### src/hw/rtl/pfr_pkg.sv
// Shared types and constants for the PWM fade ramp controller.
package pfr_pkg;

    localparam int MODE_W = 2;
    localparam int CHAN_W = 2;
    localparam int LVL_IN_W = 9;
    localparam int STEP_W = 9;
    localparam int CMP_W = 8;

    localparam logic [STEP_W-1:0] STEP_RESET = 9'd2;

    localparam int CMP_KNEE = 10;
    localparam int CMP_OFFSET = 2;

    localparam logic [MODE_W-1:0] MODE_DIRECT = 2'd0;
    localparam logic [MODE_W-1:0] MODE_FADE = 2'd1;
    localparam logic [MODE_W-1:0] MODE_TICK = 2'd2;

    typedef enum logic [2:0] {
        ST_IDLE   = 3'b001,
        ST_DECODE = 3'b010,
        ST_SCAN   = 3'b100
    } pfr_state_t;

    typedef struct packed {
        logic latch;
        logic direct;
        logic fade;
        logic scan_start;
        logic step;
        logic advance;
    } pfr_cmd_t;

    typedef struct packed {
        logic [MODE_W-1:0] mode;
        logic              chan_ok;
        logic              cur_active;
        logic              at_end;
        logic              more_active;
        logic              slot_free;
    } pfr_status_t;

endpackage

### src/hw/rtl/pfr_in_if.sv
// Request channel carrying one mode, channel and level per request.
interface pfr_in_if
    import pfr_pkg::*;
();
    logic                valid;
    logic                ready;
    logic [MODE_W-1:0]   mode;
    logic [CHAN_W-1:0]   channel;
    logic [LVL_IN_W-1:0] level;

    modport source (output valid, output mode, output channel, output level, input ready);
    modport sink (input valid, input mode, input channel, input level, output ready);
endinterface

### src/hw/rtl/pfr_out_if.sv
// Result channel carrying one compare update, with its channel, enable and last flag, per transfer.
interface pfr_out_if
    import pfr_pkg::*;
();
    logic              valid;
    logic              ready;
    logic [CHAN_W-1:0] out_channel;
    logic [CMP_W-1:0]  compare_value;
    logic              output_enable;
    logic              last;

    modport source (output valid, output out_channel, output compare_value,
                    output output_enable, output last, input ready);
    modport sink (input valid, input out_channel, input compare_value,
                  input output_enable, input last, output ready);
endinterface

### src/hw/rtl/pfr_ctrl.sv
// Controller state machine that sequences set operations and the tick scan.
module pfr_ctrl
    import pfr_pkg::*;
(
    input  logic        clk,
    input  logic        rst_n,
    input  logic        in_valid,
    output logic        in_ready,
    input  pfr_status_t status,
    output pfr_cmd_t    cmd
);

    pfr_state_t state_reg;
    pfr_state_t state_next;

    always_ff @(posedge clk or negedge rst_n)
    begin
        if (!rst_n)
        begin
            state_reg <= ST_IDLE;
        end
        else
        begin
            state_reg <= state_next;
        end
    end

    always_comb
    begin
        state_next = state_reg;
        cmd = '0;
        in_ready = 1'b0;
        unique case (state_reg)
            ST_IDLE:
            begin
                in_ready = 1'b1;
                if (in_valid)
                begin
                    cmd.latch = 1'b1;
                    state_next = ST_DECODE;
                end
            end
            ST_DECODE:
            begin
                unique case (status.mode)
                    MODE_DIRECT:
                    begin
                        if (!status.chan_ok)
                        begin
                            state_next = ST_IDLE;
                        end
                        else if (status.slot_free)
                        begin
                            cmd.direct = 1'b1;
                            state_next = ST_IDLE;
                        end
                    end
                    MODE_FADE:
                    begin
                        cmd.fade = status.chan_ok;
                        state_next = ST_IDLE;
                    end
                    MODE_TICK:
                    begin
                        cmd.scan_start = 1'b1;
                        state_next = ST_SCAN;
                    end
                    default:
                    begin
                        state_next = ST_IDLE;
                    end
                endcase
            end
            ST_SCAN:
            begin
                if (status.cur_active)
                begin
                    if (status.slot_free)
                    begin
                        cmd.step = 1'b1;
                        if (status.more_active)
                        begin
                            cmd.advance = 1'b1;
                        end
                        else
                        begin
                            state_next = ST_IDLE;
                        end
                    end
                end
                else if (status.at_end)
                begin
                    state_next = ST_IDLE;
                end
                else
                begin
                    cmd.advance = 1'b1;
                end
            end
            default:
            begin
                state_next = ST_IDLE;
            end
        endcase
    end

endmodule

### src/hw/rtl/pfr_dp.sv
// Datapath holding channel levels, ramp flags, the step unit and the result register.
module pfr_dp
    import pfr_pkg::*;
#(
    parameter int NUM_CHANNELS = 4,
    parameter int LEVEL_BITS = 9
)
(
    input  logic                clk,
    input  logic                rst_n,
    input  logic                cfg_we,
    input  logic [STEP_W-1:0]   cfg_wdata,
    input  logic [MODE_W-1:0]   mode,
    input  logic [CHAN_W-1:0]   channel,
    input  logic [LVL_IN_W-1:0] level,
    input  pfr_cmd_t            cmd,
    output pfr_status_t         status,
    pfr_out_if.source           result
);

    localparam int IW = (NUM_CHANNELS > 1) ? $clog2(NUM_CHANNELS) : 1;
    localparam int CW = (LEVEL_BITS > STEP_W) ? LEVEL_BITS : STEP_W;

    logic [STEP_W-1:0]     step_reg;
    logic [MODE_W-1:0]     mode_reg;
    logic [CHAN_W-1:0]     chan_reg;
    logic [LEVEL_BITS-1:0] lvl_reg;
    logic [IW-1:0]         idx_reg;
    logic [IW-1:0]         idx_next;

    logic [LEVEL_BITS-1:0]   cur_reg [NUM_CHANNELS];
    logic [LEVEL_BITS-1:0]   cur_next [NUM_CHANNELS];
    logic [LEVEL_BITS-1:0]   tgt_reg [NUM_CHANNELS];
    logic [LEVEL_BITS-1:0]   tgt_next [NUM_CHANNELS];
    logic [NUM_CHANNELS-1:0] act_reg;
    logic [NUM_CHANNELS-1:0] act_next;
    logic [NUM_CHANNELS-1:0] down_reg;
    logic [NUM_CHANNELS-1:0] down_next;

    logic              out_valid_reg;
    logic              out_valid_next;
    logic [CHAN_W-1:0] out_chan_reg;
    logic [CMP_W-1:0]  out_cmp_reg;
    logic              out_oe_reg;
    logic              out_last_reg;

    logic [IW-1:0]         ch_idx;
    logic [STEP_W-1:0]     step_eff;
    logic [CW-1:0]         cur_w;
    logic [CW-1:0]         tgt_w;
    logic [CW-1:0]         diff_w;
    logic [CW-1:0]         d_w;
    logic [CW-1:0]         new_w;
    logic [LEVEL_BITS-1:0] new_lvl;
    logic [LEVEL_BITS-1:0] em_v;
    logic [CMP_W-1:0]      em_cmp;
    logic                  more_active;
    logic                  load;

    assign ch_idx = IW'(chan_reg);
    assign step_eff = (step_reg == '0) ? STEP_W'(1) : step_reg;

    assign cur_w = CW'(cur_reg[idx_reg]);
    assign tgt_w = CW'(tgt_reg[idx_reg]);

    always_comb
    begin
        if (down_reg[idx_reg])
        begin
            diff_w = (cur_w >= tgt_w) ? (cur_w - tgt_w) : '0;
        end
        else
        begin
            diff_w = (tgt_w >= cur_w) ? (tgt_w - cur_w) : '0;
        end
        d_w = (diff_w > CW'(step_eff)) ? CW'(step_eff) : diff_w;
        new_w = down_reg[idx_reg] ? (cur_w - d_w) : (cur_w + d_w);
    end

    assign new_lvl = LEVEL_BITS'(new_w);

    assign em_v = cmd.direct ? lvl_reg : new_lvl;
    assign em_cmp = (em_v > LEVEL_BITS'(CMP_KNEE))
                    ? CMP_W'((em_v - LEVEL_BITS'(CMP_OFFSET)) >> 1)
                    : CMP_W'(em_v >> 1);

    always_comb
    begin
        more_active = 1'b0;
        for (int j = 0; j < NUM_CHANNELS; j++)
        begin
            if (act_reg[j] && (j > int'(idx_reg)))
            begin
                more_active = 1'b1;
            end
        end
    end

    assign load = cmd.direct || cmd.step;

    always_comb
    begin
        status.mode = mode_reg;
        status.chan_ok = int'(chan_reg) < NUM_CHANNELS;
        status.cur_active = act_reg[idx_reg];
        status.at_end = idx_reg == IW'(NUM_CHANNELS - 1);
        status.more_active = more_active;
        status.slot_free = !out_valid_reg || result.ready;
    end

    always_comb
    begin
        cur_next = cur_reg;
        tgt_next = tgt_reg;
        act_next = act_reg;
        down_next = down_reg;
        if (cmd.direct)
        begin
            cur_next[ch_idx] = lvl_reg;
            tgt_next[ch_idx] = lvl_reg;
            act_next[ch_idx] = 1'b0;
        end
        if (cmd.fade)
        begin
            tgt_next[ch_idx] = lvl_reg;
            if (cur_reg[ch_idx] == lvl_reg)
            begin
                act_next[ch_idx] = 1'b0;
            end
            else
            begin
                down_next[ch_idx] = cur_reg[ch_idx] > lvl_reg;
                act_next[ch_idx] = 1'b1;
            end
        end
        if (cmd.step)
        begin
            cur_next[idx_reg] = new_lvl;
            if (new_lvl == tgt_reg[idx_reg])
            begin
                act_next[idx_reg] = 1'b0;
            end
        end
    end

    always_comb
    begin
        idx_next = idx_reg;
        if (cmd.scan_start)
        begin
            idx_next = '0;
        end
        else if (cmd.advance)
        begin
            idx_next = idx_reg + IW'(1);
        end
    end

    always_comb
    begin
        out_valid_next = out_valid_reg;
        if (load)
        begin
            out_valid_next = 1'b1;
        end
        else if (result.ready)
        begin
            out_valid_next = 1'b0;
        end
    end

    always_ff @(posedge clk or negedge rst_n)
    begin
        if (!rst_n)
        begin
            step_reg <= STEP_RESET;
            idx_reg <= '0;
            act_reg <= '0;
            down_reg <= '0;
            out_valid_reg <= 1'b0;
            for (int i = 0; i < NUM_CHANNELS; i++)
            begin
                cur_reg[i] <= '0;
                tgt_reg[i] <= '0;
            end
        end
        else
        begin
            if (cfg_we)
            begin
                step_reg <= cfg_wdata;
            end
            idx_reg <= idx_next;
            act_reg <= act_next;
            down_reg <= down_next;
            out_valid_reg <= out_valid_next;
            cur_reg <= cur_next;
            tgt_reg <= tgt_next;
        end
    end

    always_ff @(posedge clk)
    begin
        if (cmd.latch)
        begin
            mode_reg <= mode;
            chan_reg <= channel;
            lvl_reg <= LEVEL_BITS'(level);
        end
        if (load)
        begin
            out_chan_reg <= cmd.direct ? chan_reg : CHAN_W'(idx_reg);
            out_cmp_reg <= em_cmp;
            out_oe_reg <= em_cmp != '0;
            out_last_reg <= cmd.direct || !more_active;
        end
    end

    assign result.valid = out_valid_reg;
    assign result.out_channel = out_chan_reg;
    assign result.compare_value = out_cmp_reg;
    assign result.output_enable = out_oe_reg;
    assign result.last = out_last_reg;

endmodule

### src/hw/rtl/pwm_fade_ramp_controller.sv
// A direct set to a valid channel is latched, decoded and loaded into the result register once it is free.
// A fade set gives no result.
// A tick scans the channels in order and gives one result per moving channel.
// The controller takes no new request while it decodes a set or scans a tick.
// A stalled result register holds the controller until it drains.
// Reset clears all levels and ramp flags and sets the step size to 2.
module pwm_fade_ramp_controller
    import pfr_pkg::*;
#(
    parameter int NUM_CHANNELS = 4,
    parameter int LEVEL_BITS = 9
)
(
    input  logic              clk,
    input  logic              rst_n,
    input  logic              cfg_we,
    input  logic [STEP_W-1:0] cfg_wdata,
    pfr_in_if.sink            request,
    pfr_out_if.source         result
);

    pfr_cmd_t    cmd;
    pfr_status_t status;
    logic        in_ready;

    assign request.ready = in_ready;

    pfr_ctrl u_ctrl (
        .clk      (clk),
        .rst_n    (rst_n),
        .in_valid (request.valid),
        .in_ready (in_ready),
        .status   (status),
        .cmd      (cmd)
    );

    pfr_dp #(
        .NUM_CHANNELS (NUM_CHANNELS),
        .LEVEL_BITS   (LEVEL_BITS)
    ) u_dp (
        .clk       (clk),
        .rst_n     (rst_n),
        .cfg_we    (cfg_we),
        .cfg_wdata (cfg_wdata),
        .mode      (request.mode),
        .channel   (request.channel),
        .level     (request.level),
        .cmd       (cmd),
        .status    (status),
        .result    (result)
    );

    // A taken request is decoded before the next one is accepted.
    assert property (@(posedge clk) disable iff (!rst_n)
        (request.valid && in_ready) |=> !in_ready)
        else $error("request accepted while the previous one is still being decoded");

    // The output enable follows the compare value of the result.
    assert property (@(posedge clk) disable iff (!rst_n)
        result.valid |-> (result.output_enable == (result.compare_value != '0)))
        else $error("output enable disagrees with compare value");

    // A result is loaded only while the result register is free or being drained.
    assert property (@(posedge clk) disable iff (!rst_n)
        (cmd.step || cmd.direct) |-> status.slot_free)
        else $error("result register overwritten before it was taken");

endmodule
### src/flat_wrapper.sv
// flat-port wrapper written by rule: the top's interface ports become plain ports
module pwm_fade_ramp_controller_flat import pfr_pkg::*;
#(
    parameter int NUM_CHANNELS = 4,
    parameter int LEVEL_BITS = 9
)
  (clk, rst_n, cfg_we, cfg_wdata, request_valid, request_mode, request_channel, request_level, request_ready, result_valid, result_out_channel, result_compare_value, result_output_enable, result_last, result_ready);
  pfr_in_if request_i ();
  pfr_out_if result_i ();
  input  logic clk;
  input  logic rst_n;
  input  logic cfg_we;
  input  logic [STEP_W-1:0] cfg_wdata;
  input wire logic [$bits(request_i.valid)-1:0] request_valid;
  input wire logic [$bits(request_i.mode)-1:0] request_mode;
  input wire logic [$bits(request_i.channel)-1:0] request_channel;
  input wire logic [$bits(request_i.level)-1:0] request_level;
  output wire logic [$bits(request_i.ready)-1:0] request_ready;
  output wire logic [$bits(result_i.valid)-1:0] result_valid;
  output wire logic [$bits(result_i.out_channel)-1:0] result_out_channel;
  output wire logic [$bits(result_i.compare_value)-1:0] result_compare_value;
  output wire logic [$bits(result_i.output_enable)-1:0] result_output_enable;
  output wire logic [$bits(result_i.last)-1:0] result_last;
  input wire logic [$bits(result_i.ready)-1:0] result_ready;
  assign request_i.valid = request_valid;
  assign request_i.mode = request_mode;
  assign request_i.channel = request_channel;
  assign request_i.level = request_level;
  assign request_ready = request_i.ready;
  assign result_valid = result_i.valid;
  assign result_out_channel = result_i.out_channel;
  assign result_compare_value = result_i.compare_value;
  assign result_output_enable = result_i.output_enable;
  assign result_last = result_i.last;
  assign result_i.ready = result_ready;
  pwm_fade_ramp_controller #(.NUM_CHANNELS(NUM_CHANNELS), .LEVEL_BITS(LEVEL_BITS)) u_core (.clk(clk), .rst_n(rst_n), .cfg_we(cfg_we), .cfg_wdata(cfg_wdata), .request(request_i), .result(result_i));
endmodule
### config.mk
export PLATFORM = sky130hd
export DESIGN_NAME = pwm_fade_ramp_controller_flat
export DESIGN_NICKNAME = d
export VERILOG_FILES = /design/src/hw/rtl/pfr_pkg.sv /design/src/hw/rtl/pfr_in_if.sv /design/src/hw/rtl/pfr_out_if.sv /design/src/hw/rtl/pfr_ctrl.sv /design/src/hw/rtl/pfr_dp.sv /design/src/hw/rtl/pwm_fade_ramp_controller.sv /design/src/flat_wrapper.sv
export SDC_FILE = /design/constraint.sdc
export NUM_CORES = 1
export LEC_CHECK = 0
export BUFFER_PORTS_ARGS = -buffer_cell sky130_fd_sc_hd__buf_2
export CAP_MARGIN = 20
export CELL_PAD_IN_SITES_DETAIL_PLACEMENT = 0
export CELL_PAD_IN_SITES_GLOBAL_PLACEMENT = 2
export CORE_AREA = 2 2 110 192
export CTS_CLUSTER_DIAMETER = 120
export CTS_CLUSTER_SIZE = 24
export DETAILED_ROUTE_END_ITERATION = 12
export DIE_AREA = 0 0 112 194
export PLACE_DENSITY_LB_ADDON = 0.08
export SLEW_MARGIN = 20
export SYNTH_ARGS = -nofsm -noshare
export SYNTH_HDL_FRONTEND = slang
export SYNTH_HIERARCHICAL = 1
export SYNTH_SLANG_ARGS = --single-unit
### constraint.sdc
create_clock -name clk -period 11.2 [get_ports clk]
set_clock_uncertainty 0.05 [all_clocks]
set_input_delay 0.56 -clock clk [delete_from_list [all_inputs] [get_ports clk]]
set_output_delay 0.56 -clock clk [all_outputs]
set_load 0.1 [all_outputs]
==> results.ini <==
[status]
status=completed

[place]
placed_area_um2=8530
place_ws_ns=0.879
place.gp.congestion=0.858
portBuffers=40
dp.cells=1078
dp_hpwl_um=19500

[synth]
ys.flop_type=dfrtp_1
ys_seq_elements=120
synth_edf_count=25
syn_avg_cell_area_um2=9.93
synth_cells=820
async_flop_share_pct=79.2
seq_area_frac_synth_pct=38.5
yosysWarnings=6
synth.distinct_cells=77
synth_nets=900
syn_area_um2=8140

[clock_tree]
ctsHoldBuffers=1
cts_buffers=17
cts-root-buf=clkbuf_16
cts_buffer_depth=2
clock_sinks=120
cts_htree_levels=4
cts_resized=0
clk_latency_ns=0.43
cts_setup_buffers=0
clk_pin_slew_worst_paths_ns=0.06
cts_tree=built

[global_routing]
grt_pass1_wl_um=38600
grt_max_degree=72
grt_pass1_vias=6447
antenna_found_initial=0
grt_usage_pct=23.9
grt.overflow.total=0

[detailed_routing]
vias=6373
vias_per_cell=5.74
avgRoutedWirePerCell_um=22.8
dr.pass1.iters=6
drt_wl_total_um=25300
initialDrtViolationCount=413
drc_errors=0
postRouteAntennaNets=0

[setup_path]
crit_top_cell=ha_1
required_ns=11.32
critPathLaunchType=register
r2r_end=u_core/u_dp/result.compare_value[6]
crit_fanout=16
worstSetupEndpointType=register
r2r-start=u_core/u_dp/idx_reg[0]
r2r_cells=32
reg2reg_slack_ns=0.81
cp.arrival_ns=10.51
path_class=reg -> reg
slowest_stage=dfrtp_1
max_stage_delay_ns=0.96

[floorplanning]
die_x_um=112
pin_count=41
core_region_area_um2=20200
fp.dieH_um=194
rows=69
dieArea_um2=21700
start_util_pct=40.3

[cells_and_area]
layout-drive-gt1-share_pct=19.2
stdcell_count=1111
n_fill_cell=1982
final_area_um2=9170
register_area_um2=3130
area_growth_pct=12.6
fin_nets=930
antennaDiodeCount=0
multiInputGateArea_um2=4650

[timing]
fin_crit_sh_pct=92.8
min_period_ns=10.39
setup_viol=0
setup_tns_ns=0
final_max_slew_viol_count=0
setup_ws_ns=0.810
hold_viol=0
rsz0062_at_grt=false
worst_pin_slew_ns=1.04
maxSlewHeadroom_pct=30.4
max_freq_ghz=0.0962

[hold_path]
hp-start=request_valid
whs_endpoint=u_core/u_ctrl/state_reg[0]
holdPathStages=2
hold_class=in -> reg

[run]
drv_cap=0

## worst max-delay path, delay by kind of cell, from the launching register on
family | cells | cell delay [ns]
buf+inv | 3 | 0.50
fa+ha+maj | 4 | 1.50
compound gates | 14 | 3.75
simple gates | 7 | 1.84
xor+xnor | 2 | 0.69
mux | 2 | 0.80
flops | 1 | 0.96
## cells in the mapped netlist, types with 9 or more instances
master	count	area [um^2]
dfrtp_1	93	2330
nand2_1	89	334
o21ai_0	72	360
nor2_1	62	233
a21oi_1	54	270
ha_1	50	626
inv_1	50	188
mux2_2	34	383
mux4_2	29	653
clkbuf_1	26	97.6
edfxtp_1	25	751
nor3_1	17	85.1
xnor2_1	15	131
nand3_1	12	60.1
xor2_1	12	105
mux2i_1	11	110
nor2b_1	11	68.8
nand2b_1	9	56.3
## worst max-delay path by stage
| stage | startpoint | endpoint | depth (start not counted) |
|---|---|---|---|
| final | u_core/u_dp/idx_reg[0] | u_core/u_dp/result.compare_value[6] | 32 |
| after global routing | u_core/u_dp/idx_reg[0] | u_core/u_dp/result.compare_value[6] | 31 |
| after CTS | u_core/u_dp/idx_reg[0] | u_core/u_dp/result.compare_value[6] | 32 |
| after detailed placement | u_core/u_dp/idx_reg[0] | u_core/u_dp/result.compare_value[6] | 32 |
| after global placement | u_core/u_dp/idx_reg[0] | u_core/u_dp/result.compare_value[6] | 32 |
| after floorplan | u_core/u_dp/idx_reg[0] | u_core/u_dp/result.compare_value[6] | 36 |
## metal layers
metal  wire [um]  share of wire (%)  vias to the layer above  global-route usage [%]
met4        1320                5.2                        0                    12.2
met5           0                  0                        -                       0
met2       14100                 56                      147                    45.0
met1        9270                 37                     3154                    25.3
met3         641                2.5                       54                    3.56
li1            -                  -                     3018                       -
## area by class of cell
type / count / share of cell area [%]
sequential: 120 / 34.1
clock inverter: 15 / 2.24
multi-input combinational: 613 / 50.7
inverter: 50 / 2.05
tap: 248 / 3.38
timing repair buffer: 48 / 2.89
clock buffer: 17 / 4.64
## through the flow
stage	util, %	hold WS, ns
after global placement	42.2	0.408
after global routing	45.4	0.237
after detailed placement	42.2	0.420
after floorplan	-	0.214
after CTS	45.4	0.234
final	45.4	0.247
## cells in the final DEF, fill, tap and decap left out, drive strengths merged, types with 4 or more instances in the layout
cell type,netlist,layout
nor2,62,62
a221oi,5,5
xor2,12,12
or2,8,8
buf,11,47
a211oi,4,4
and2,5,5
o31ai,6,6
nor3,18,18
a21boi,8,8
dfrtp,93,93
a31oi,9,9
nor2b,11,11
inv,50,60
nand2,89,89
edfxtp,25,25
xnor2,17,17
or3,4,4
mux2,34,34
mux4,29,29
nor3b,7,7
mux2i,11,11
nand2b,9,9
a21oi,56,56
nand4,4,4
o21a,8,8
and3,7,7
nand3b,4,4
a41oi,4,4
a21o,4,4
ha,50,50
nand3,12,12
o21ai,76,76
clkbuf,26,17
## cell families after synthesis
logic type,Yosys count,share of synthesized area (%)
buffers and inverters,87,4.49
AO/OA/AOI/OAI,204,15.9
adder cells (fa/ha/maj),53,8.42
AND/OR/NAND/NOR,252,15.2
flip-flops,120,38.5
XOR/XNOR,29,3.44
other,1,0.0461
multiplexers,74,14.1
Power is left out: the tool's default activity adds up to more than one toggle a clock period on the data nets, which glitch-free logic cannot reach.
